**src/jan_pkg.sv**
```systemverilog
// shared types, constants and register codes of the joystick axis normalizer
// no dependencies; used by every other file of the block
package jan_pkg;

  // sample width of the adc reading (valid range 8..16)
  localparam int unsigned SAMPLE_BITS = 12;

  localparam int unsigned JAN_SB     = SAMPLE_BITS;
  localparam int unsigned JAN_PCT_W  = 8;
  localparam int unsigned JAN_MAG_W  = 7;
  localparam int unsigned JAN_DZ_W   = 7;
  localparam int unsigned JAN_SCALE  = 100;
  // dist * 100 needs seven more bits than a sample
  localparam int unsigned JAN_NUM_W  = JAN_SB + 7;
  localparam int unsigned JAN_CNT_W  = $clog2(JAN_NUM_W);
  localparam int unsigned JAN_ADDR_W = 5;
  localparam int unsigned JAN_DATA_W = 32;

  localparam logic [JAN_SB-1:0]   JAN_CENTER_RST = JAN_SB'(2048);
  localparam logic [JAN_SB-1:0]   JAN_LOW_RST    = '0;
  localparam logic [JAN_SB-1:0]   JAN_HIGH_RST   = JAN_SB'(4095);
  localparam logic [JAN_DZ_W-1:0] JAN_DZ_RST     = JAN_DZ_W'(5);
  localparam logic [JAN_SB-1:0]   JAN_MARGIN_RST = JAN_SB'(16);

  typedef enum logic [2:0] {
    REG_CALIB_VALID  = 3'd0,
    REG_CENTER_VALUE = 3'd1,
    REG_LOW_END      = 3'd2,
    REG_HIGH_END     = 3'd3,
    REG_DEADZONE     = 3'd4,
    REG_ADAPT_MARGIN = 3'd5,
    REG_ADAPT_ENABLE = 3'd6
  } jan_reg_e;

  // live configuration and tracked extremes, regs -> datapath
  typedef struct packed {
    logic                calib_valid;
    logic [JAN_SB-1:0]   center_value;
    logic [JAN_DZ_W-1:0] deadzone_percent;
    logic [JAN_SB-1:0]   adapt_margin;
    logic                adapt_enable;
    logic [JAN_SB-1:0]   tracked_min;
    logic [JAN_SB-1:0]   tracked_max;
  } jan_cfg_t;

  // widening request, datapath -> regs
  typedef struct packed {
    logic              upd_min;
    logic              upd_max;
    logic [JAN_SB-1:0] sample;
  } jan_adapt_t;

endpackage

```
**src/jan_stream_if.sv**
```systemverilog
// valid/ready channel interfaces for samples in and percents out
// depends on jan_pkg
interface jan_sample_if;
  logic                      valid;
  logic                      ready;
  logic [jan_pkg::JAN_SB-1:0] raw_sample;

  modport source (output valid, output raw_sample, input ready);
  modport sink   (input valid, input raw_sample, output ready);
endinterface

interface jan_percent_if;
  logic                                valid;
  logic                                ready;
  logic signed [jan_pkg::JAN_PCT_W-1:0] axis_percent;

  modport source (output valid, output axis_percent, input ready);
  modport sink   (input valid, input axis_percent, output ready);
endinterface

```
**src/jan_cfg_regs.sv**
```systemverilog
// apb register file plus the tracked min/max extremes
// depends on jan_pkg
module jan_cfg_regs (
  input  logic                           clk_i,
  input  logic                           rst_ni,
  input  logic                           psel,
  input  logic                           penable,
  input  logic                           pwrite,
  input  logic [jan_pkg::JAN_ADDR_W-1:0] paddr,
  input  logic [jan_pkg::JAN_DATA_W-1:0] pwdata,
  output logic [jan_pkg::JAN_DATA_W-1:0] prdata,
  output logic                           pready,
  input  jan_pkg::jan_adapt_t            adapt_i,
  output jan_pkg::jan_cfg_t              cfg_o
);

  logic                            calib_q;
  logic [jan_pkg::JAN_SB-1:0]      center_q;
  logic [jan_pkg::JAN_SB-1:0]      low_q;
  logic [jan_pkg::JAN_SB-1:0]      high_q;
  logic [jan_pkg::JAN_DZ_W-1:0]    dz_q;
  logic [jan_pkg::JAN_SB-1:0]      margin_q;
  logic                            enable_q;
  logic [jan_pkg::JAN_SB-1:0]      tmin_q;
  logic [jan_pkg::JAN_SB-1:0]      tmax_q;
  logic                            wr_en;
  jan_pkg::jan_reg_e               reg_idx;
  logic [jan_pkg::JAN_SB-1:0]      wdata_s;

  assign pready  = 1'b1;
  assign wr_en   = psel & penable & pwrite;
  assign reg_idx = jan_pkg::jan_reg_e'(paddr[4:2]);
  assign wdata_s = pwdata[jan_pkg::JAN_SB-1:0];

  always_ff @(posedge clk_i or negedge rst_ni) begin
    if (!rst_ni) begin
      calib_q  <= 1'b0;
      center_q <= jan_pkg::JAN_CENTER_RST;
      low_q    <= jan_pkg::JAN_LOW_RST;
      high_q   <= jan_pkg::JAN_HIGH_RST;
      dz_q     <= jan_pkg::JAN_DZ_RST;
      margin_q <= jan_pkg::JAN_MARGIN_RST;
      enable_q <= 1'b1;
      tmin_q   <= jan_pkg::JAN_LOW_RST;
      tmax_q   <= jan_pkg::JAN_HIGH_RST;
    end else begin
      // widening only happens while busy; the user must write only while idle, the block does not enforce it
      if (adapt_i.upd_min) tmin_q <= adapt_i.sample;
      if (adapt_i.upd_max) tmax_q <= adapt_i.sample;
      if (wr_en) begin
        case (reg_idx)
          jan_pkg::REG_CALIB_VALID:  calib_q  <= pwdata[0];
          jan_pkg::REG_CENTER_VALUE: center_q <= wdata_s;
          jan_pkg::REG_LOW_END: begin
            low_q  <= wdata_s;
            tmin_q <= wdata_s;
          end
          jan_pkg::REG_HIGH_END: begin
            high_q <= wdata_s;
            tmax_q <= wdata_s;
          end
          jan_pkg::REG_DEADZONE:     dz_q     <= pwdata[jan_pkg::JAN_DZ_W-1:0];
          jan_pkg::REG_ADAPT_MARGIN: margin_q <= wdata_s;
          jan_pkg::REG_ADAPT_ENABLE: enable_q <= pwdata[0];
          default: ;
        endcase
      end
    end
  end

  always_comb begin
    case (reg_idx)
      jan_pkg::REG_CALIB_VALID:  prdata = jan_pkg::JAN_DATA_W'(calib_q);
      jan_pkg::REG_CENTER_VALUE: prdata = jan_pkg::JAN_DATA_W'(center_q);
      jan_pkg::REG_LOW_END:      prdata = jan_pkg::JAN_DATA_W'(low_q);
      jan_pkg::REG_HIGH_END:     prdata = jan_pkg::JAN_DATA_W'(high_q);
      jan_pkg::REG_DEADZONE:     prdata = jan_pkg::JAN_DATA_W'(dz_q);
      jan_pkg::REG_ADAPT_MARGIN: prdata = jan_pkg::JAN_DATA_W'(margin_q);
      jan_pkg::REG_ADAPT_ENABLE: prdata = jan_pkg::JAN_DATA_W'(enable_q);
      default:                   prdata = '0;
    endcase
  end

  assign cfg_o.calib_valid      = calib_q;
  assign cfg_o.center_value     = center_q;
  assign cfg_o.deadzone_percent = dz_q;
  assign cfg_o.adapt_margin     = margin_q;
  assign cfg_o.adapt_enable     = enable_q;
  assign cfg_o.tracked_min      = tmin_q;
  assign cfg_o.tracked_max      = tmax_q;

endmodule

```
**src/jan_divider.sv**
```systemverilog
// radix-2 restoring divider, one quotient bit per cycle
// depends on jan_pkg
module jan_divider (
  input  logic                          clk_i,
  input  logic                          rst_ni,
  input  logic                          start_i,
  input  logic [jan_pkg::JAN_NUM_W-1:0] dividend_i,
  input  logic [jan_pkg::JAN_SB-1:0]    divisor_i,
  output logic                          done_o,
  output logic [jan_pkg::JAN_NUM_W-1:0] quotient_o
);

  logic [jan_pkg::JAN_NUM_W-1:0] quo_q, quo_d;
  logic [jan_pkg::JAN_SB-1:0]    rem_q, rem_d;
  logic [jan_pkg::JAN_SB-1:0]    dvs_q;
  logic [jan_pkg::JAN_CNT_W-1:0] cnt_q;
  logic                          busy_q;
  logic                          done_q;
  logic [jan_pkg::JAN_SB:0]      trial;
  logic [jan_pkg::JAN_SB:0]      diff;
  logic                          ge;
  logic                          last;

  // remainder stays below divisor, so trial fits one extra bit
  assign trial = {rem_q, quo_q[jan_pkg::JAN_NUM_W-1]};
  assign ge    = trial >= {1'b0, dvs_q};
  assign diff  = trial - {1'b0, dvs_q};
  assign rem_d = ge ? diff[jan_pkg::JAN_SB-1:0] : trial[jan_pkg::JAN_SB-1:0];
  assign quo_d = {quo_q[jan_pkg::JAN_NUM_W-2:0], ge};
  assign last  = cnt_q == jan_pkg::JAN_CNT_W'(jan_pkg::JAN_NUM_W - 1);

  always_ff @(posedge clk_i or negedge rst_ni) begin
    if (!rst_ni) begin
      busy_q <= 1'b0;
      done_q <= 1'b0;
      cnt_q  <= '0;
    end else begin
      done_q <= busy_q & last;
      if (start_i) begin
        busy_q <= 1'b1;
        cnt_q  <= '0;
      end else if (busy_q) begin
        cnt_q <= cnt_q + 1'b1;
        if (last) busy_q <= 1'b0;
      end
    end
  end

  always_ff @(posedge clk_i) begin
    if (start_i) begin
      quo_q <= dividend_i;
      rem_q <= '0;
      dvs_q <= divisor_i;
    end else if (busy_q) begin
      quo_q <= quo_d;
      rem_q <= rem_d;
    end
  end

  assign done_o     = done_q;
  assign quotient_o = quo_q;

endmodule

```
**src/joystick_axis_normalizer_unit.sv**
```systemverilog
// top level of the joystick axis normalizer: sequencer, mapping datapath, output register
// depends on jan_pkg, jan_stream_if, jan_cfg_regs and jan_divider
//
// Turns one raw adc sample into a signed deflection percent (-100..100) around the
// programmed center, with separate spans below and above it taken from the tracked
// extremes; a span that is not positive counts as 1. The magnitude
// |sample - center| * 100 / span is truncated, zeroed below the deadzone and clipped
// at 100. With calibration valid and adaptation on, the tracked min/max then widen to
// the sample once it passes them by more than the margin; with calibration invalid the
// result is 0 and nothing adapts. One sample is in flight at a time: sample_in.ready is
// high only when the sequencer is idle. An accepted sample passes the calc state, which
// latches the side and starts the shared restoring divider; the div state, in which the
// divider yields one quotient bit per cycle over SAMPLE_BITS + 7 bits; and the done
// state, which loads the output register and returns to idle. With calibration invalid
// the sequencer goes from idle straight to done. The result sits in an output register,
// so the next sample is accepted while it waits to be taken; a sample whose result is
// ready before the previous one was taken waits in the done state for as long as that
// stall lasts. Configuration goes through a simple apb port, register i at byte address
// 4*i; the user must write only while no transaction is pending, the block does not
// enforce it; writes to low_end/high_end also reload the tracked extremes.
module joystick_axis_normalizer_unit (
  input  logic                           clk_i,
  input  logic                           rst_ni,
  jan_sample_if.sink                     sample_in,
  jan_percent_if.source                  percent_out,
  input  logic                           psel,
  input  logic                           penable,
  input  logic                           pwrite,
  input  logic [jan_pkg::JAN_ADDR_W-1:0] paddr,
  input  logic [jan_pkg::JAN_DATA_W-1:0] pwdata,
  output logic [jan_pkg::JAN_DATA_W-1:0] prdata,
  output logic                           pready
);

  // one-hot sequencer states
  typedef enum logic [3:0] {
    ST_IDLE = 4'b0001,
    ST_CALC = 4'b0010,
    ST_DIV  = 4'b0100,
    ST_DONE = 4'b1000
  } jan_state_e;

  jan_state_e                      state_q, state_d;
  jan_pkg::jan_cfg_t               cfg;
  jan_pkg::jan_adapt_t             adapt;
  logic [jan_pkg::JAN_SB-1:0]      sample_q;
  logic                            neg_q;
  logic                            zero_q;
  logic                            out_valid_q;
  logic signed [jan_pkg::JAN_PCT_W-1:0] out_pct_q;

  logic                            in_acc;
  logic                            slot_free;
  logic                            finish;
  logic                            neg;
  logic [jan_pkg::JAN_SB-1:0]      delta;
  logic [jan_pkg::JAN_SB-1:0]      span;
  logic [jan_pkg::JAN_NUM_W-1:0]   numer;
  logic                            div_start;
  logic                            div_done;
  logic [jan_pkg::JAN_NUM_W-1:0]   quot;
  logic                            below_dz;
  logic                            over_max;
  logic [jan_pkg::JAN_MAG_W-1:0]   mag;
  logic [jan_pkg::JAN_PCT_W-1:0]   mag_ext;
  logic [jan_pkg::JAN_PCT_W-1:0]   pct;
  logic [jan_pkg::JAN_SB:0]        max_lim;
  logic [jan_pkg::JAN_SB:0]        smp_plus_m;

  jan_cfg_regs u_regs (
    .clk_i   (clk_i),
    .rst_ni  (rst_ni),
    .psel    (psel),
    .penable (penable),
    .pwrite  (pwrite),
    .paddr   (paddr),
    .pwdata  (pwdata),
    .prdata  (prdata),
    .pready  (pready),
    .adapt_i (adapt),
    .cfg_o   (cfg)
  );

  jan_divider u_div (
    .clk_i      (clk_i),
    .rst_ni     (rst_ni),
    .start_i    (div_start),
    .dividend_i (numer),
    .divisor_i  (span),
    .done_o     (div_done),
    .quotient_o (quot)
  );

  assign sample_in.ready = state_q == ST_IDLE;
  assign in_acc          = sample_in.valid & sample_in.ready;
  // output register frees up in the same cycle it is taken
  assign slot_free       = ~out_valid_q | percent_out.ready;
  assign finish          = (state_q == ST_DONE) & slot_free;

  // sequencer
  always_comb begin
    state_d = state_q;
    case (state_q)
      ST_IDLE: if (in_acc) state_d = cfg.calib_valid ? ST_CALC : ST_DONE;
      ST_CALC: state_d = ST_DIV;
      ST_DIV:  if (div_done) state_d = ST_DONE;
      ST_DONE: if (slot_free) state_d = ST_IDLE;
      default: state_d = ST_IDLE;
    endcase
  end

  // side select, distance and span; sample at center counts as positive side
  always_comb begin
    neg = sample_q < cfg.center_value;
    if (neg) begin
      delta = cfg.center_value - sample_q;
      span  = (cfg.center_value > cfg.tracked_min) ?
              cfg.center_value - cfg.tracked_min : jan_pkg::JAN_SB'(1);
    end else begin
      delta = sample_q - cfg.center_value;
      span  = (cfg.tracked_max > cfg.center_value) ?
              cfg.tracked_max - cfg.center_value : jan_pkg::JAN_SB'(1);
    end
  end

  // single constant multiply feeds the divider's dividend register
  assign numer     = jan_pkg::JAN_NUM_W'(delta) * jan_pkg::JAN_NUM_W'(jan_pkg::JAN_SCALE);
  assign div_start = state_q == ST_CALC;

  // deadzone on the unclipped magnitude, then clip at 100
  assign below_dz = quot < jan_pkg::JAN_NUM_W'(cfg.deadzone_percent);
  assign over_max = quot > jan_pkg::JAN_NUM_W'(jan_pkg::JAN_SCALE);
  always_comb begin
    if (zero_q || below_dz) mag = '0;
    else if (over_max)      mag = jan_pkg::JAN_MAG_W'(jan_pkg::JAN_SCALE);
    else                    mag = quot[jan_pkg::JAN_MAG_W-1:0];
  end
  assign mag_ext = {1'b0, mag};
  assign pct     = neg_q ? (~mag_ext + 1'b1) : mag_ext;

  // widening uses extremes as they were for the mapping; min test: sample + margin < min
  assign max_lim    = {1'b0, cfg.tracked_max} + {1'b0, cfg.adapt_margin};
  assign smp_plus_m = {1'b0, sample_q} + {1'b0, cfg.adapt_margin};
  assign adapt.sample  = sample_q;
  assign adapt.upd_max = finish & ~zero_q & cfg.adapt_enable &
                         ({1'b0, sample_q} > max_lim);
  assign adapt.upd_min = finish & ~zero_q & cfg.adapt_enable &
                         (smp_plus_m < {1'b0, cfg.tracked_min});

  always_ff @(posedge clk_i or negedge rst_ni) begin
    if (!rst_ni) begin
      state_q     <= ST_IDLE;
      out_valid_q <= 1'b0;
    end else begin
      state_q <= state_d;
      if (finish)                 out_valid_q <= 1'b1;
      else if (percent_out.ready) out_valid_q <= 1'b0;
    end
  end

  always_ff @(posedge clk_i) begin
    if (in_acc) begin
      sample_q <= sample_in.raw_sample;
      zero_q   <= ~cfg.calib_valid;
    end
    if (state_q == ST_CALC) neg_q <= neg;
    if (finish)             out_pct_q <= pct;
  end

  assign percent_out.valid        = out_valid_q;
  assign percent_out.axis_percent = out_pct_q;

endmodule

```
**src/flat_wrapper.sv**
```systemverilog
// flat-port wrapper written by rule: the top's interface ports become plain ports
module joystick_axis_normalizer_unit_flat 
  (clk_i, rst_ni, psel, penable, pwrite, paddr, pwdata, prdata, pready, sample_in_valid, sample_in_raw_sample, sample_in_ready, percent_out_valid, percent_out_axis_percent, percent_out_ready);
  jan_sample_if sample_in_i ();
  jan_percent_if percent_out_i ();
  input  logic clk_i;
  input  logic rst_ni;
  input  logic psel;
  input  logic penable;
  input  logic pwrite;
  input  logic [jan_pkg::JAN_ADDR_W-1:0] paddr;
  input  logic [jan_pkg::JAN_DATA_W-1:0] pwdata;
  output logic [jan_pkg::JAN_DATA_W-1:0] prdata;
  output logic pready;
  input wire logic [$bits(sample_in_i.valid)-1:0] sample_in_valid;
  input wire logic [$bits(sample_in_i.raw_sample)-1:0] sample_in_raw_sample;
  output wire logic [$bits(sample_in_i.ready)-1:0] sample_in_ready;
  output wire logic [$bits(percent_out_i.valid)-1:0] percent_out_valid;
  output wire logic [$bits(percent_out_i.axis_percent)-1:0] percent_out_axis_percent;
  input wire logic [$bits(percent_out_i.ready)-1:0] percent_out_ready;
  assign sample_in_i.valid = sample_in_valid;
  assign sample_in_i.raw_sample = sample_in_raw_sample;
  assign sample_in_ready = sample_in_i.ready;
  assign percent_out_valid = percent_out_i.valid;
  assign percent_out_axis_percent = percent_out_i.axis_percent;
  assign percent_out_i.ready = percent_out_ready;
  joystick_axis_normalizer_unit u_core (.clk_i(clk_i), .rst_ni(rst_ni), .sample_in(sample_in_i), .percent_out(percent_out_i), .psel(psel), .penable(penable), .pwrite(pwrite), .paddr(paddr), .pwdata(pwdata), .prdata(prdata), .pready(pready));
endmodule
```
**config.mk**
```make
export PLATFORM = sky130hd
export DESIGN_NAME = joystick_axis_normalizer_unit_flat
export DESIGN_NICKNAME = d
export VERILOG_FILES = /design/src/jan_pkg.sv /design/src/jan_stream_if.sv /design/src/jan_cfg_regs.sv /design/src/jan_divider.sv /design/src/joystick_axis_normalizer_unit.sv /design/src/flat_wrapper.sv
export SDC_FILE = /design/constraint.sdc
export NUM_CORES = 1
export LEC_CHECK = 0
export BUFFER_PORTS_ARGS = -buffer_cell sky130_fd_sc_hd__buf_2
export CAP_MARGIN = 20
export CORE_MARGIN = 4
export CORE_UTILIZATION = 45
export DETAILED_ROUTE_END_ITERATION = 12
export PLACE_DENSITY_LB_ADDON = 0.2
export RECOVER_POWER = 100
export SLEW_MARGIN = 20
export SYNTH_ARGS = -nofsm -noshare
export SYNTH_HDL_FRONTEND = slang
export SYNTH_SLANG_ARGS = --single-unit
```
**constraint.sdc**
```tcl
create_clock -name clk_i -period 9.67 [get_ports clk_i]
set_input_delay 1.934 -clock clk_i [delete_from_list [all_inputs] [get_ports clk_i]]
set_output_delay 1.934 -clock clk_i [all_outputs]
set_load 0.005 [all_outputs]
```
Word level (Yosys, flattened, before mapping)

Index checks and enable logic that the tools add are counted.

Add/subtract/negate cells: 9
$mul: 1
Divide/modulo/power cells: 0
$lt $le $gt $ge: 8
Equal/unequal tests: 14
Shift operators: 0
Multiplexer cells: 29
Bitwise gates (word level): 14
Reduce and logical (&&, ||, !) cells: 12

Operators with widths:

| cell                                                           | count |
|---|---|
| 2-to-1 mux 12 bit                                              | 11 |
| case mux 12 bit (7 select lines)                               | 1 |
| subtractor 12 bit                                              | 5 |
| 2-to-1 mux 19 bit                                              | 2 |
| adder 12 x 12 -> 13 bit                                        | 2 |
| greater-than comparator 12 bit                                 | 2 |
| 2-to-1 mux 7 bit                                               | 3 |
| greater-than comparator 19 x 7 -> 1 bit, second input constant | 1 |
| less-than comparator 19 x 7 -> 1 bit                           | 1 |
| multiplier 12 x 5 -> 17 bit, second input constant             | 1 |
| 2-to-1 mux 4 bit                                               | 4 |
| case mux 4 bit (4 select lines)                                | 1 |
| AND reduction 2 bit                                            | 7 |
| >= comparator 13 x 12 -> 1 bit                                 | 1 |
| greater-than comparator 12 x 13 -> 1 bit                       | 1 |
| less-than comparator 13 x 12 -> 1 bit                          | 1 |
| less-than comparator 12 bit                                    | 1 |
| 2-to-1 mux 5 bit                                               | 2 |
| bitwise AND 1 bit                                              | 9 |
| equality test 3 bit, second input constant                     | 3 |
| adder 8 x 1 -> 8 bit, second input constant                    | 1 |
| NOT 7 -> 8 bit                                                 | 1 |
| equality test 3 x 2 -> 1 bit, second input constant            | 2 |
| adder 5 x 1 -> 5 bit, second input constant                    | 1 |
| other kinds (15)                                               | 23 |

Flip-flop bits (word level): 158
Bits in latches: 0
Bits in writable memories: 0
Memory bits (read-only): 0
Output and inout bits: 43
Word-level logic and storage cells: 110
Memories kept: 0

Longest topological paths before layout

Gate-level depths: netlist of run 1.

Depth after elaboration: 9
Mapped depth: 27
Gate-level depth less buffers: 25

Modules after synthesis

From an unflattened synthesis of run 1, not the netlist that was laid out.

Cell total of the unflattened synthesis: 1339
Area total of the unflattened synthesis: 12977.4 um^2

Modules (own cells, without submodules):

| module                        | instances | cells each | area an instance (um^2) |
|---|---|---|---|
| joystick_axis_normalizer_unit | 1         | 740        | 6182.2 |
| jan_cfg_regs                  | 1         | 356        | 4067.7 |
| jan_divider                   | 1         | 243        | 2727.6 |

Worst setup path before layout of run 1

Ideal clock, no wire load.

Path kind: register to register
Start point: register u_core.sample_q[0] (netlist name)
End point: register u_core.u_div.quo_q, in the netlist u_core.u_div.quotient_o[17], data pin
Arrival time: 5482 ps
Required time: 9402 ps
Setup slack: 3920 ps
Cell stages (with the launch flop): 27
Path buffers: 2
Cell sequence: edfxtp_1 inv_1 ha_1 inv_1 fa_1 a21oi_1 o211ai_2 a221o_2 or2_1 buf_6 inv_1 clkbuf_8 mux2i_1 xnor2_1 ha_1 ha_1 inv_1 fa_1 inv_1 ha_1 a21oi_1 nor2b_1 o21a_1 o41a_1 a211oi_1 xor2_1 o21ai_0

Cells in the longest elaborated chain, start to end: 4
Elaborated cells between the ends (all ways): 6
Those cells by class: 2 x add/sub; 1 x mul; 1 x order compare; 2 x mux

RTL lines:

| element                     | line                                 | RTL |
|---|---|---|
| start: declaration          | joystick_axis_normalizer_unit.sv:46  | `logic [jan_pkg::JAN_SB-1:0] sample_q;` |
| start signal: assignment    | joystick_axis_normalizer_unit.sv:163 | `sample_q <= sample_in.raw_sample;` |
| less-than comparator 12 bit | joystick_axis_normalizer_unit.sv:114 | `neg = sample_q < cfg.center_value;` |
| named net u_core.neg        | joystick_axis_normalizer_unit.sv:55  | `logic neg;` |
| 2-to-1 mux 12 bit           | joystick_axis_normalizer_unit.sv:115 | `if (neg) begin` |
| multiplier 12 x 5 -> 17 bit | joystick_axis_normalizer_unit.sv:127 | `assign numer = jan_pkg::JAN_NUM_W'(delta) * jan_pkg::JAN_NUM_W'(jan_pkg::JAN_SCALE);` |
| 2-to-1 mux 19 bit           | jan_divider.sv:50                    | `if (start_i) begin` |
| end signal: assignment      | jan_divider.sv:51                    | `quo_q <= dividend_i;` |
| end signal: assignment      | jan_divider.sv:55                    | `quo_q <= quo_d;` |
| end: declaration            | jan_divider.sv:13                    | `logic [jan_pkg::JAN_NUM_W-1:0] quo_q, quo_d;` |

The timed path passes the listed nets, and every way through them passes these cells.
A chain may end at the register's enable or synchronous reset.

Worst setup path after layout of run 1

Start point: register u_core.u_regs.center_q[11] (netlist name)
End point: register u_core.u_div.quo_q, in the netlist u_core.u_div.quotient_o[18], data pin

Cells in the longest elaborated chain, start to end: 4
Elaborated cells between the ends (all ways): 6
Those cells by class: 2 x add/sub; 1 x mul; 1 x order compare; 2 x mux

RTL lines:

| element                                         | line                                 | RTL |
|---|---|---|
| start: declaration                              | jan_cfg_regs.sv:18                   | `logic [jan_pkg::JAN_SB-1:0] center_q;` |
| start signal: assignment                        | jan_cfg_regs.sv:38                   | `center_q <= jan_pkg::JAN_CENTER_RST;` |
| start signal: assignment                        | jan_cfg_regs.sv:53                   | `jan_pkg::REG_CENTER_VALUE: center_q <= wdata_s;` |
| subtractor 12 bit, or another cell as far along | joystick_axis_normalizer_unit.sv:120 | `delta = sample_q - cfg.center_value;` |
| 2-to-1 mux 12 bit (*)                           | joystick_axis_normalizer_unit.sv:115 |  |
| multiplier 12 x 5 -> 17 bit (*)                 | joystick_axis_normalizer_unit.sv:127 |  |
| 2-to-1 mux 19 bit (*)                           | jan_divider.sv:50                    |  |

Every way passes the cells marked *; elsewhere a longest branch is shown, timed or not.

==> summary.txt, run 1 <==
Clock share of power: 12.6%
CTS max path bufs: 2
# Post-CTS Setup Buffers: 0
Die Ht: 175 um
Pre-CTS WS: 2.79 ns
HPWL Detailed: 23700 um
Worst setup EP type: flop
Largest net degree at the start of global routing: 73
TritonCTS clock tree: built
# port buffers: 55
Vias in the first global route: 9242
Initial Utilization: 46.0%
Data required, critical path: 9.81 ns
Adder-cell area share of the yosys netlist: 17.7%
Synth Area in XOR/XNOR: 5.32%
Chain of cells forming the critical path: inv_1 -> ha_1 -> nand2_1 -> o21ai_0 -> or2_0 -> inv_1 -> mux2i_1 -> xnor2_1 -> ha_1 -> ha_1 -> inv_1 -> fa_1 -> inv_1 -> ha_1 -> a21o_1 -> a21oi_1 -> o21ai_0 -> a31oi_1 -> o21bai_1 -> a21oi_1 -> xor2_1 -> o21ai_0
Final Hold Viols: 0
Fmax achieved: 0.138 GHz
GRT overflow: 0
H-tree levels: 4
Failing checks: max-capacitance violations, max-slew violations
Startpoint types: flop
Power Total: 5.25 mW
Area post-placement: 13000 um2
Mux contribution to synthesized area: 6.62%
Vias/cell: 5.47
Gate power share: 65.7%
Area of the multi-input gates: 7540 um2
Switching part of the total: 46.6%
Register area: 4180 um2
Vias: 9664
Worst rel slew slack: -159%
Fraction of layout cells with a size suffix above 1: 10.4%
CP max stage cell: or2_0
Diodes inserted: 0
Worst Path Arrival: 7.36 ns
Core ar.: 27100 um2
Synth Instances: 1342
CTS Sinks: 158
Worst Skew: 0.0102 ns
Leakage power: 6.27 nW
# setup viols final: 0
First-pass GRT wire length: 49500 um
Sequential Power Share: 21.7%
CTS hold repair buffers: 0
Largest family of logic cells by synthesized area: adder cells
#FFs+latches synth: 158
WS Path Type: reg2reg
Post-synth top area share: 15.4%
Gr usage total: 20.2%
Full die area: 30500 um2
Max Slew Vio Count: 131
Top cells by area, synth: ha_1, dfrtp_1, edfxtp_1
# fillers: 2565
Worst hold margin: 0.458 ns
Setup TNS: 0 ns
Internal power: 2.80 mW
CP max FO: 12
Final ANT Viol Nets: 0
Cts bufs inserted: 17
Post-Synth Simple-Gate Area: 13.8%
Finished Cell Area: 13500 um2
Drt first pass iters: 5
Clk Latency, worst-skew pair: 0.44 ns
Main flop type after synthesis: dfrtp_1
Power Dens Cells: 389 nW/um2
Post-synthesis sequential area ratio: 33.5%
Max_cap viols: 3
Type of the worst min-delay path: reg2reg
Yosys warns: 0
GP Congestion: 0.882
CTS clk-pin slew, worst paths: 0.07 ns
Final Cycle Share: 74.7%
Initial antenna violation count: 2
Actual slew at the worst max-slew pin: 3.88 ns
Cell Area, Synth: 12500 um2
Post_cts resized: 0
Drt drc: 0
# rows: 60
Worst setup margin: 2.45 ns
Delay of the slowest critical-path stage: 0.75 ns
Psw: 2.44 mW
Peak supply drop: 0.350 mV
Library cells used by synthesis: 80
Die Width: 175 um
DRT iter0 DRCs: 578
Syn_area_per_cell: 9.30 um2
Ys async rst share: 58.9%
Status: finished, violations left
Min Tclk post-route: 7.22 ns
Compound-cell area share of the yosys netlist: 16.6%
I/O Pins: 99
RSZ-0062 raised after global routing: no
Post-synth EDFFs: 51
Area Growth Syn to Fin: 8.04%
CTS root buf: clkbuf_16
Drt wl/cell: 17.4 um
Synth area leader: ha_1
Routed WL: 30800 um
Final net count: 1606
power by group through the flow:
stage / registers (mW) / logic [mW] / clock network (mW)
finish: 1.14 / 3.45 / 0.659
global route: 1.16 / 3.97 / 0.704
CTS: 1.14 / 3.47 / 0.674
detailed placement: 1.15 / 3.43 / 0
global placement: 1.15 / 3.39 / 0
floorplan: 1.07 / 2.75 / 0
cells in the mapped netlist, types with 35 or more instances:
master,n
edfxtp_1,51
mux2i_1,42
xor2_1,37
inv_1,117
ha_1,154
xnor2_1,37
nand2_1,142
o21ai_0,98
a21o_1,35
a21oi_1,83
nand3_1,38
dfrtp_1,63
nor2_1,59
final timing paths:
path,to,slack (ns),start,cells past startpoint
max,u_core.u_div.quotient_o[18],2.45,u_core.u_regs.center_q[11],22
min,u_core.u_regs.high_q[5],0.46,u_core.u_regs.high_q[5],2
max reg2reg,u_core.u_div.quotient_o[18],2.45,u_core.u_regs.center_q[11],22
min reg2reg,u_core.u_regs.high_q[5],0.46,u_core.u_regs.high_q[5],2
max in group asynchronous,u_core.u_regs.low_q[10],3.66,rst_ni,2
min in group asynchronous,u_core.u_div.cnt_q[4],1.72,rst_ni,1
state kept, by name, summed over array words and instances, names as in the netlist, 5 cells and up:
register                         count
u_core.u_regs.dz_q                   7
u_core.sample_q                     12
u_core.u_regs.low_q                 12
u_core.u_div.rem_q                  12
u_core.u_regs.tmin_q                12
u_core.u_div.dvs_q                  12
u_core.u_regs.margin_q              12
u_core.u_div.quotient_o             19
u_core.u_div.cnt_q                   5
u_core.percent_out.axis_percent      8
u_core.u_regs.high_q                12
u_core.u_regs.center_q              12
u_core.u_regs.tmax_q                12
routing by layer:
layer | up-vias | wire length [um] | global-route usage, %
li1 | 4819 | - | -
met1 | 4624 | 14700 | 28.2
met2 | 183 | 14500 | 32.9
met3 | 34 | 1200 | 3.96
met4 | 4 | 411 | 4.48
met5 | - | 24 | 0
metrics by stage:
step                utilization, %  cells
floorplan                        -   1361
global placement              48.0   1735
detailed placement            48.0   1735
CTS                           50.1   1767
global route                  49.7   1767
finish                        49.7   1767
area by class of cell:
class	instances	share of cell area, %
Clock buffer	19	3.44
Inverter	118	3.29
Tap cell	372	3.45
Timing Repair Buffer	64	2.14
Clock inverter	13	0.761
Sequential cell	158	31.0
Multi-Input combinational cell	1023	55.9
critical path: cells and delay by family (launching register included):
family                   cells  cell delay [ns]
multiplexers                 1             0.37
flip-flops                   1             0.62
buffers and inverters        4             0.70
adder cells (fa/ha/maj)      5             1.79
AO/OA/AOI/OAI                8             2.06
AND/OR/NAND/NOR              2             0.88
XOR/XNOR                     2             0.52
cell families (layout without fill, tap and decap cells):
| kind of cell | count (synthesis) | count (layout) |
|---|---|---|
| compound gates | 325 | 325 |
| simple gates | 358 | 358 |
| buf+inv | 180 | 214 |
| other cells | 2 | 21 |
| flops | 158 | 158 |
| fa+ha+maj | 168 | 168 |
| mux | 76 | 76 |
| xor+xnor | 75 | 75 |
cell usage in the layout, fill, tap and decap left out, types with 13 or more instances in the layout:
cell type / instances
a21oi_1: 83
clkbuf_16: 18
nor2_1: 59
fa_1: 14
conb_1: 21
o21ai_0: 100
nand2b_1: 13
nand2_1: 142
dfrtp_1: 63
a21o_1: 35
nor3_1: 23
mux2_2: 31
xnor2_1: 37
buf_2: 27
edfxtp_1: 51
inv_1: 117
dfstp_2: 28
ha_1: 154
nand3_1: 38
mux2i_1: 42
dfxtp_1: 14
nor2b_1: 22
a211oi_1: 14
xor2_1: 38
clkbuf_1: 33
No activity file was read; power rests on OpenSTA's default activity.
==> run 2, diff against run 1 <==
- ABC_AREA: not set -> 1
- clock period: 9.67 -> 6.78 ns (I/O delays scaled with it)
==> run 2 against run 1 <==
Net effect:
- sequential share of layout area shrank 1.1 points
- clock power increased by 38%
- combinational power grew 52%
- critical path depth grew 5
- non-clock buffer count shrank 4
- critical endpoint is now u_core.u_div.quotient_o[16]
- global-route usage is 3.2 points higher
- the run still ends with max-capacitance violations, max-slew violations left
- highest routed layer is now met4
- critical path type unchanged
- die area increased by 4.2%
==> summary.txt, run 2 <==
Vias/cell: 5.27 (-3.7%)
Crit path to: u_core.u_div.quotient_o[16]
Fmax achieved: 0.167 GHz (+21%)
Worst Skew: 0.0174 ns (+0.00720 ns)
Drt first pass iters: 5 (unchanged)
GRT overflow: 0 (unchanged)
Final ANT Viol Nets: 0 (unchanged)
Largest net degree at the start of global routing: 81 (+11%)
Initial antenna violation count: 0 (-2)
Area of the multi-input gates: 7530 um2 (-0.17%)
CP max FO: 9 (-3)
Register area: 4180 um2 (unchanged)
Syn_area_per_cell: 7.63 um2 (-18%)
Max reg flops: 19 (unchanged)
Metal-1 WL: 16300 um (+11%)
Synth area leader: ha_1
Cell Area, Synth: 13000 um2 (+4.4%)
Top post-synthesis cells by count: nand2_1, inv_1, ha_1
Yosys warns: 0 (unchanged)
Most frequent cell after synthesis: nand2_1
DRT iter0 DRCs: 977 (+69%)
Top cells by area, synth: ha_1, nand2_1, dfrtp_1
GP Congestion: 0.978 (+11%)
Library cells used by synthesis: 58 (-28%)
Top Metal Used: met4
TritonCTS clock tree: built
Met2 routed WL: 17200 um (+18%)
Min Tclk post-route: 5.99 ns (-1.23 ns)
# setup viols final: 0 (unchanged)
# fillers: 2802 (+9.2%)
Fraction of layout cells with a size suffix above 1: 6.73% (-3.7 points)
Initial Utilization: 45.5% (-0.54 points)
HPWL Detailed: 29700 um (+25%)
Vias in the first global route: 10700 (+16%)
I/O Pins: 99 (unchanged)
Most frequent cells in the layout: nand2_1, inv_1, ha_1
Status: finished, violations left
Power Dens Cells: 560 nW/um2 (+44%)
Drt drc: 0 (unchanged)
Buf/Inv on CP: 6 (+2)
Data required, critical path: 6.97 ns (-2.84 ns)
Synth Instances: 1708 (+27%)
Top delay family on crit path: adder cells
Met3 wire length: 1840 um (+54%)
Cts bufs inserted: 17 (unchanged)
Die Ht: 178 um (+2.1%)
Area Growth Syn to Fin: 7.46%
#FFs+latches synth: 158 (unchanged)
CTS Sinks: 158 (unchanged)
Gr usage total: 23.5% (+3.2 points)
# Post-CTS Setup Buffers: 0 (unchanged)
Post_cts resized: 0 (unchanged)
Worst Path Arrival: 6.18 ns (-1.18 ns)
H-tree levels: 4 (unchanged)
Final net count: 1978 (+23%)
Worst Reg-to-Reg Cells: 27 (+23%)
Diodes inserted: 0 (unchanged)
Final Hold Viols: 0 (unchanged)
Core ar.: 28600 um2 (+5.6%)
Leakage power: 7.17 nW (+14%)
Reg2reg start: u_core.sample_q[0]
CTS clk-pin slew, worst paths: 0.07 ns (about the same)
CTS hold repair buffers: 0 (unchanged)
Delay of the slowest critical-path stage: 0.53 ns (-0.22 ns)
Die Width: 178 um (+2.1%)
CP max stage cell: fa_1
Worst setup EP type: flop
Clk Latency, worst-skew pair: 0.44 ns (about the same)
Worst path depth: 27 (+23%)
Actual slew at the worst max-slew pin: 4.41 ns (+0.525 ns)
Power Total: 7.83 mW (+49%)
First-pass GRT wire length: 57900 um (+17%)
RSZ-0062 raised after global routing: no
# rows: 62 (+3.3%)
Setup TNS: 0 ns (unchanged)
Commonest non-fill, non-tap cell in the layout: nand2_1
Worst rel slew slack: -194% (-35 points)
Full die area: 31700 um2 (+4.2%)
Max_cap viols: 1 (-2)
Failing checks: max-capacitance violations, max-slew violations
Post-synth EDFFs: 51 (unchanged)
Vias: 11300 (+17%)
WS Path Type: reg2reg
Post-synthesis sequential area ratio: 32.1% (-1.4 points)
Final Cycle Share: 88.3% (+14 points)
Main flop type after synthesis: dfrtp_1
Startpoint types: flop
Reg2Reg Capture Point: u_core.u_div.quotient_o[16]
CTS root buf: clkbuf_16
Crit. Startpoint: u_core.sample_q[0]
Drt wl/cell: 17.0 um (-2.2%)
CTS max path bufs: 2 (unchanged)
Flop-to-flop setup slack: 0.79 ns (-1.66 ns)
# port buffers: 55 (unchanged)
Routed WL: 36700 um (+19%)
Post-synth top area share: 14.8% (-0.65 points)
Peak supply drop: 0.300 mV (-14%)
Ys async rst share: 58.9% (unchanged)
Type of the worst min-delay path: reg2reg
Max Slew Vio Count: 81 (-38%)
-- run 2: power by group --
group	total (mW)	switching (mW)	internal, mW
registers	1.68	0.279	1.40
logic	5.24	3.30	1.94
clock network	0.910	0.418	0.492
-- run 2: cell type report --
class	count	share of cell area (%)
Multi-Input combinational cell	1250	53.8
Sequential cell	158	29.8
Inverter	267	7.16
Tap cell	384	3.43
Clock buffer	21	3.29
Timing Repair Buffer	60	1.91
Clock inverter	11	0.581
-- run 2: kinds of logic after synthesis --
kind of cell	after synthesis	synth area share, %
AO/OA/AOI/OAI	273	12.3
multiplexers	4	0.346
buffers and inverters	319	10.3
flip-flops	158	32.1
other	2	0.0577
XOR/XNOR	63	4.24
AND/OR/NAND/NOR	721	23.7
adder cells (fa/ha/maj)	168	16.9
-- run 2: tightest hold or removal path: stages (launching register included) --
cell	delay, ns
dfstp_2	0.37
nand2_1	0.05
nand2_1	0.04
-- run 2: worst min path at each step --
stage | startpoint | end | cells past startpoint
2_1_floorplan | u_core.u_div.cnt_q[3] | u_core.u_div.cnt_q[3] | 1
3_3_place_gp | u_core.u_regs.high_q[2] | u_core.u_regs.high_q[2] | 2
3_5_place_dp | u_core.u_regs.high_q[2] | u_core.u_regs.high_q[2] | 2
4_1_cts | u_core.u_regs.high_q[2] | u_core.u_regs.high_q[2] | 2
5_1_grt | u_core.u_regs.high_q[6] | u_core.u_regs.high_q[6] | 2
6_report | u_core.u_regs.high_q[6] | u_core.u_regs.high_q[6] | 2
-- run 2: layer usage --
metal  track usage [%]  up-vias
li1                  -     5676
met1              31.2     5251
met2              38.4      335
met3              4.13       68
met4              8.67        0
met5                 0        -
-- run 2: metrics by stage --
step                      std cells  setup WS (ns)  util (%)  hold WS, ns  area, um2
after global routing           2151          0.351      48.9        0.494      14000
after detailed placement       2119           1.12      47.4        0.454      13600
final                          2151          0.792      48.9        0.466      14000
after CTS                      2151           1.10      49.3        0.463      14100
after floorplan                1727           2.04         -        0.434      13100
after global placement         2119           1.16      47.4        0.452      13600
==> run 3, diff against run 2 <==
- CELL_PAD_IN_SITES_DETAIL_PLACEMENT: not set -> 2
- CELL_PAD_IN_SITES_GLOBAL_PLACEMENT: not set -> 2
- CORE_UTILIZATION: 45 -> 36
==> run 3 against run 2 <==
Net effect:
- the run still ends with max-capacitance violations, max-slew violations left
- worst setup slack better by 0.0064 ns
- maximum frequency up 0.11%
- total power up 6.4%
- first-iteration DRC count down 48%
- via count up 4.3%
- routed wire length up 32%
==> summary.txt, run 3 (synthesized netlist as in run 2, its figures left out) <==
Fraction of layout cells with a size suffix above 1: 6.73% (about the same)
TritonCTS clock tree: built
Final net count: 1979 (+0.051%)
Die Width: 198 um (+11%)
Data required, critical path: 6.98 ns (about the same)
Status: finished, violations left
Commonest non-fill, non-tap cell in the layout: nand2_1
Area Growth Syn to Fin: 8.40%
Post_cts resized: 0 (unchanged)
Power Total: 8.33 mW (+6.4%)
Diodes inserted: 0 (unchanged)
Full die area: 39300 um2 (+24%)
Min Tclk post-route: 5.98 ns (-0.00642 ns)
Power Dens Cells: 590 nW/um2 (+5.4%)
Final ANT Viol Nets: 0 (unchanged)
GRT overflow: 0 (unchanged)
WHS Path Cells: 2 (unchanged)
Vias in the first global route: 13100 (+22%)
# Post-CTS Setup Buffers: 0 (unchanged)
Type of the worst min-delay path: reg2reg
Final Hold Viols: 0 (unchanged)
RSZ-0062 raised after global routing: no
Worst setup margin: 0.799 ns (+0.00642 ns)
I/O Pins: 99 (unchanged)
Worst Skew: 0.0147 ns (-0.00264 ns)
CP max FO: 15 (+6)
CTS hold repair buffers: 0 (unchanged)
Cts bufs inserted: 17 (unchanged)
CTS root buf: clkbuf_16
Peak supply drop: 0.333 mV (+11%)
Die Ht: 198 um (+11%)
Max Slew Vio Count: 113 (+40%)
Initial Utilization: 36.5% (-9.0 points)
# setup viols final: 0 (unchanged)
Initial antenna violation count: 0 (unchanged)
# fillers: 4228 (+51%)
Drt drc: 0 (unchanged)
Met2 routed WL: 24500 um (+43%)
Routed WL: 48300 um (+32%)
Worst hold margin: 0.470 ns (+0.00398 ns)
Actual slew at the worst max-slew pin: 4.48 ns (+0.0704 ns)
Top Metal Used: met4
DRT iter0 DRCs: 505 (-48%)
Max_cap viols: 2 (+1)
Pre-CTS WS: 0.868 ns (-0.253 ns)
Max reg flops: 19 (unchanged)
CTS max path bufs: 2 (unchanged)
Met3 wire length: 1320 um (-28%)
Largest net degree at the start of global routing: 82 (+1.2%)
Fmax achieved: 0.167 GHz (+0.11%)
Worst Reg-to-Reg Cells: 27 (unchanged)
# rows: 69 (+11%)
First-pass GRT wire length: 74800 um (+29%)
WS Path Type: reg2reg
Final Cycle Share: 88.2% (-0.095 points)
Vias/cell: 5.30 (+0.67%)
Core ar.: 35700 um2 (+25%)
GP Congestion: 0.906 (-7.3%)
# port buffers: 55 (unchanged)
Register area: 4180 um2 (unchanged)
Vias: 11800 (+4.3%)
Setup TNS: 0 ns (unchanged)
CTS Sinks: 158 (unchanged)
Gr usage total: 24.7% (+1.3 points)
Failing checks: max-capacitance violations, max-slew violations
Worst rel slew slack: -199% (-4.7 points)
Worst Path Arrival: 6.18 ns (about the same)
Area of the multi-input gates: 7520 um2 (-0.12%)
CTS clk-pin slew, worst paths: 0.07 ns (about the same)
Clk Latency, worst-skew pair: 0.46 ns (+0.02 ns)
HPWL Detailed: 39100 um (+32%)
Metal-1 WL: 20500 um (+25%)
Worst setup EP type: flop
Leakage power: 7.18 nW (+0.10%)
Startpoint types: flop
Drt wl/cell: 21.7 um (+27%)
Drt first pass iters: 5 (unchanged)
Most frequent cells in the layout: nand2_1, inv_1, ha_1
H-tree levels: 4 (unchanged)
[run 3: cell count changes in the layout (fill, tap and decap cells not counted), moves of 2 or more]
cell / delta
buf_2: -3
clkbuf_1: +2
clkinv_2: +2
clkinv_4: -2
[run 3: where the power goes]
group / switching [mW] / internal, mW / leakage (nW)
clock: 0.442 / 0.539 / 0.291
combinational: 3.66 / 1.98 / 5.24
sequential: 0.300 / 1.41 / 1.65
[run 3: area by class of cell]
class | instances | share of cell area, %
clock buffers | 20 | 3.31
inverters | 267 | 7.10
well taps | 461 | 4.09
clock inverters | 12 | 0.736
multi-input cells | 1250 | 53.3
flip-flops and latches | 158 | 29.6
repair buffers | 61 | 1.92
[run 3: worst paths after layout]
check / start / endpoint / slack (ns)
min: u_core.u_regs.high_q[0] / u_core.u_regs.high_q[0] / 0.47
max: u_core.sample_q[0] / u_core.u_div.quotient_o[16] / 0.80
max reg2reg: u_core.sample_q[0] / u_core.u_div.quotient_o[16] / 0.80
min reg2reg: u_core.u_regs.high_q[0] / u_core.u_regs.high_q[0] / 0.47
max in group asynchronous: rst_ni / u_core.u_regs.margin_q[11] / 1.06
min in group asynchronous: rst_ni / u_core.u_div.cnt_q[0] / 0.97
[run 3: per-stage QoR]
step / cells / instance area, um2 / utilization [%]
after floorplan: 1727 / 13100 / -
after global placement: 2197 / 13700 / 38.3
after detailed placement: 2197 / 13700 / 38.3
after CTS: 2229 / 14200 / 39.9
after global routing: 2229 / 14100 / 39.6
final: 2229 / 14100 / 39.6
[run 3: worst max-delay path, cell delays in order (launching register included)]
cell      delay, ns
edfxtp_1       0.43
inv_1          0.26
ha_1           0.21
inv_1          0.09
fa_1           0.46
nand3_1        0.11
nand2_1        0.09
nand2_1        0.07
nand3_1        0.13
a21oi_4        0.41
o21ai_0        0.16
o21ai_0        0.12
xor2_1         0.36
inv_1          0.14
ha_1           0.32
ha_1           0.28
inv_1          0.05
fa_1           0.53
inv_1          0.04
ha_1           0.37
nand2_1        0.10
nor2_1         0.11
nor2_1         0.07
o21ai_0        0.43
a21o_1         0.18
nand2_1        0.04
nand3_1        0.08
nand2_1        0.07
[run 3: per-layer routing]
| metal | track usage (%) | up-vias |
|---|---|---|
| met4 | 9.26 | 0 |
| met2 | 44.8 | 176 |
| met1 | 29.7 | 5898 |
| met5 | 0 | - |
| li1 | - | 5669 |
| met3 | 3.47 | 76 |
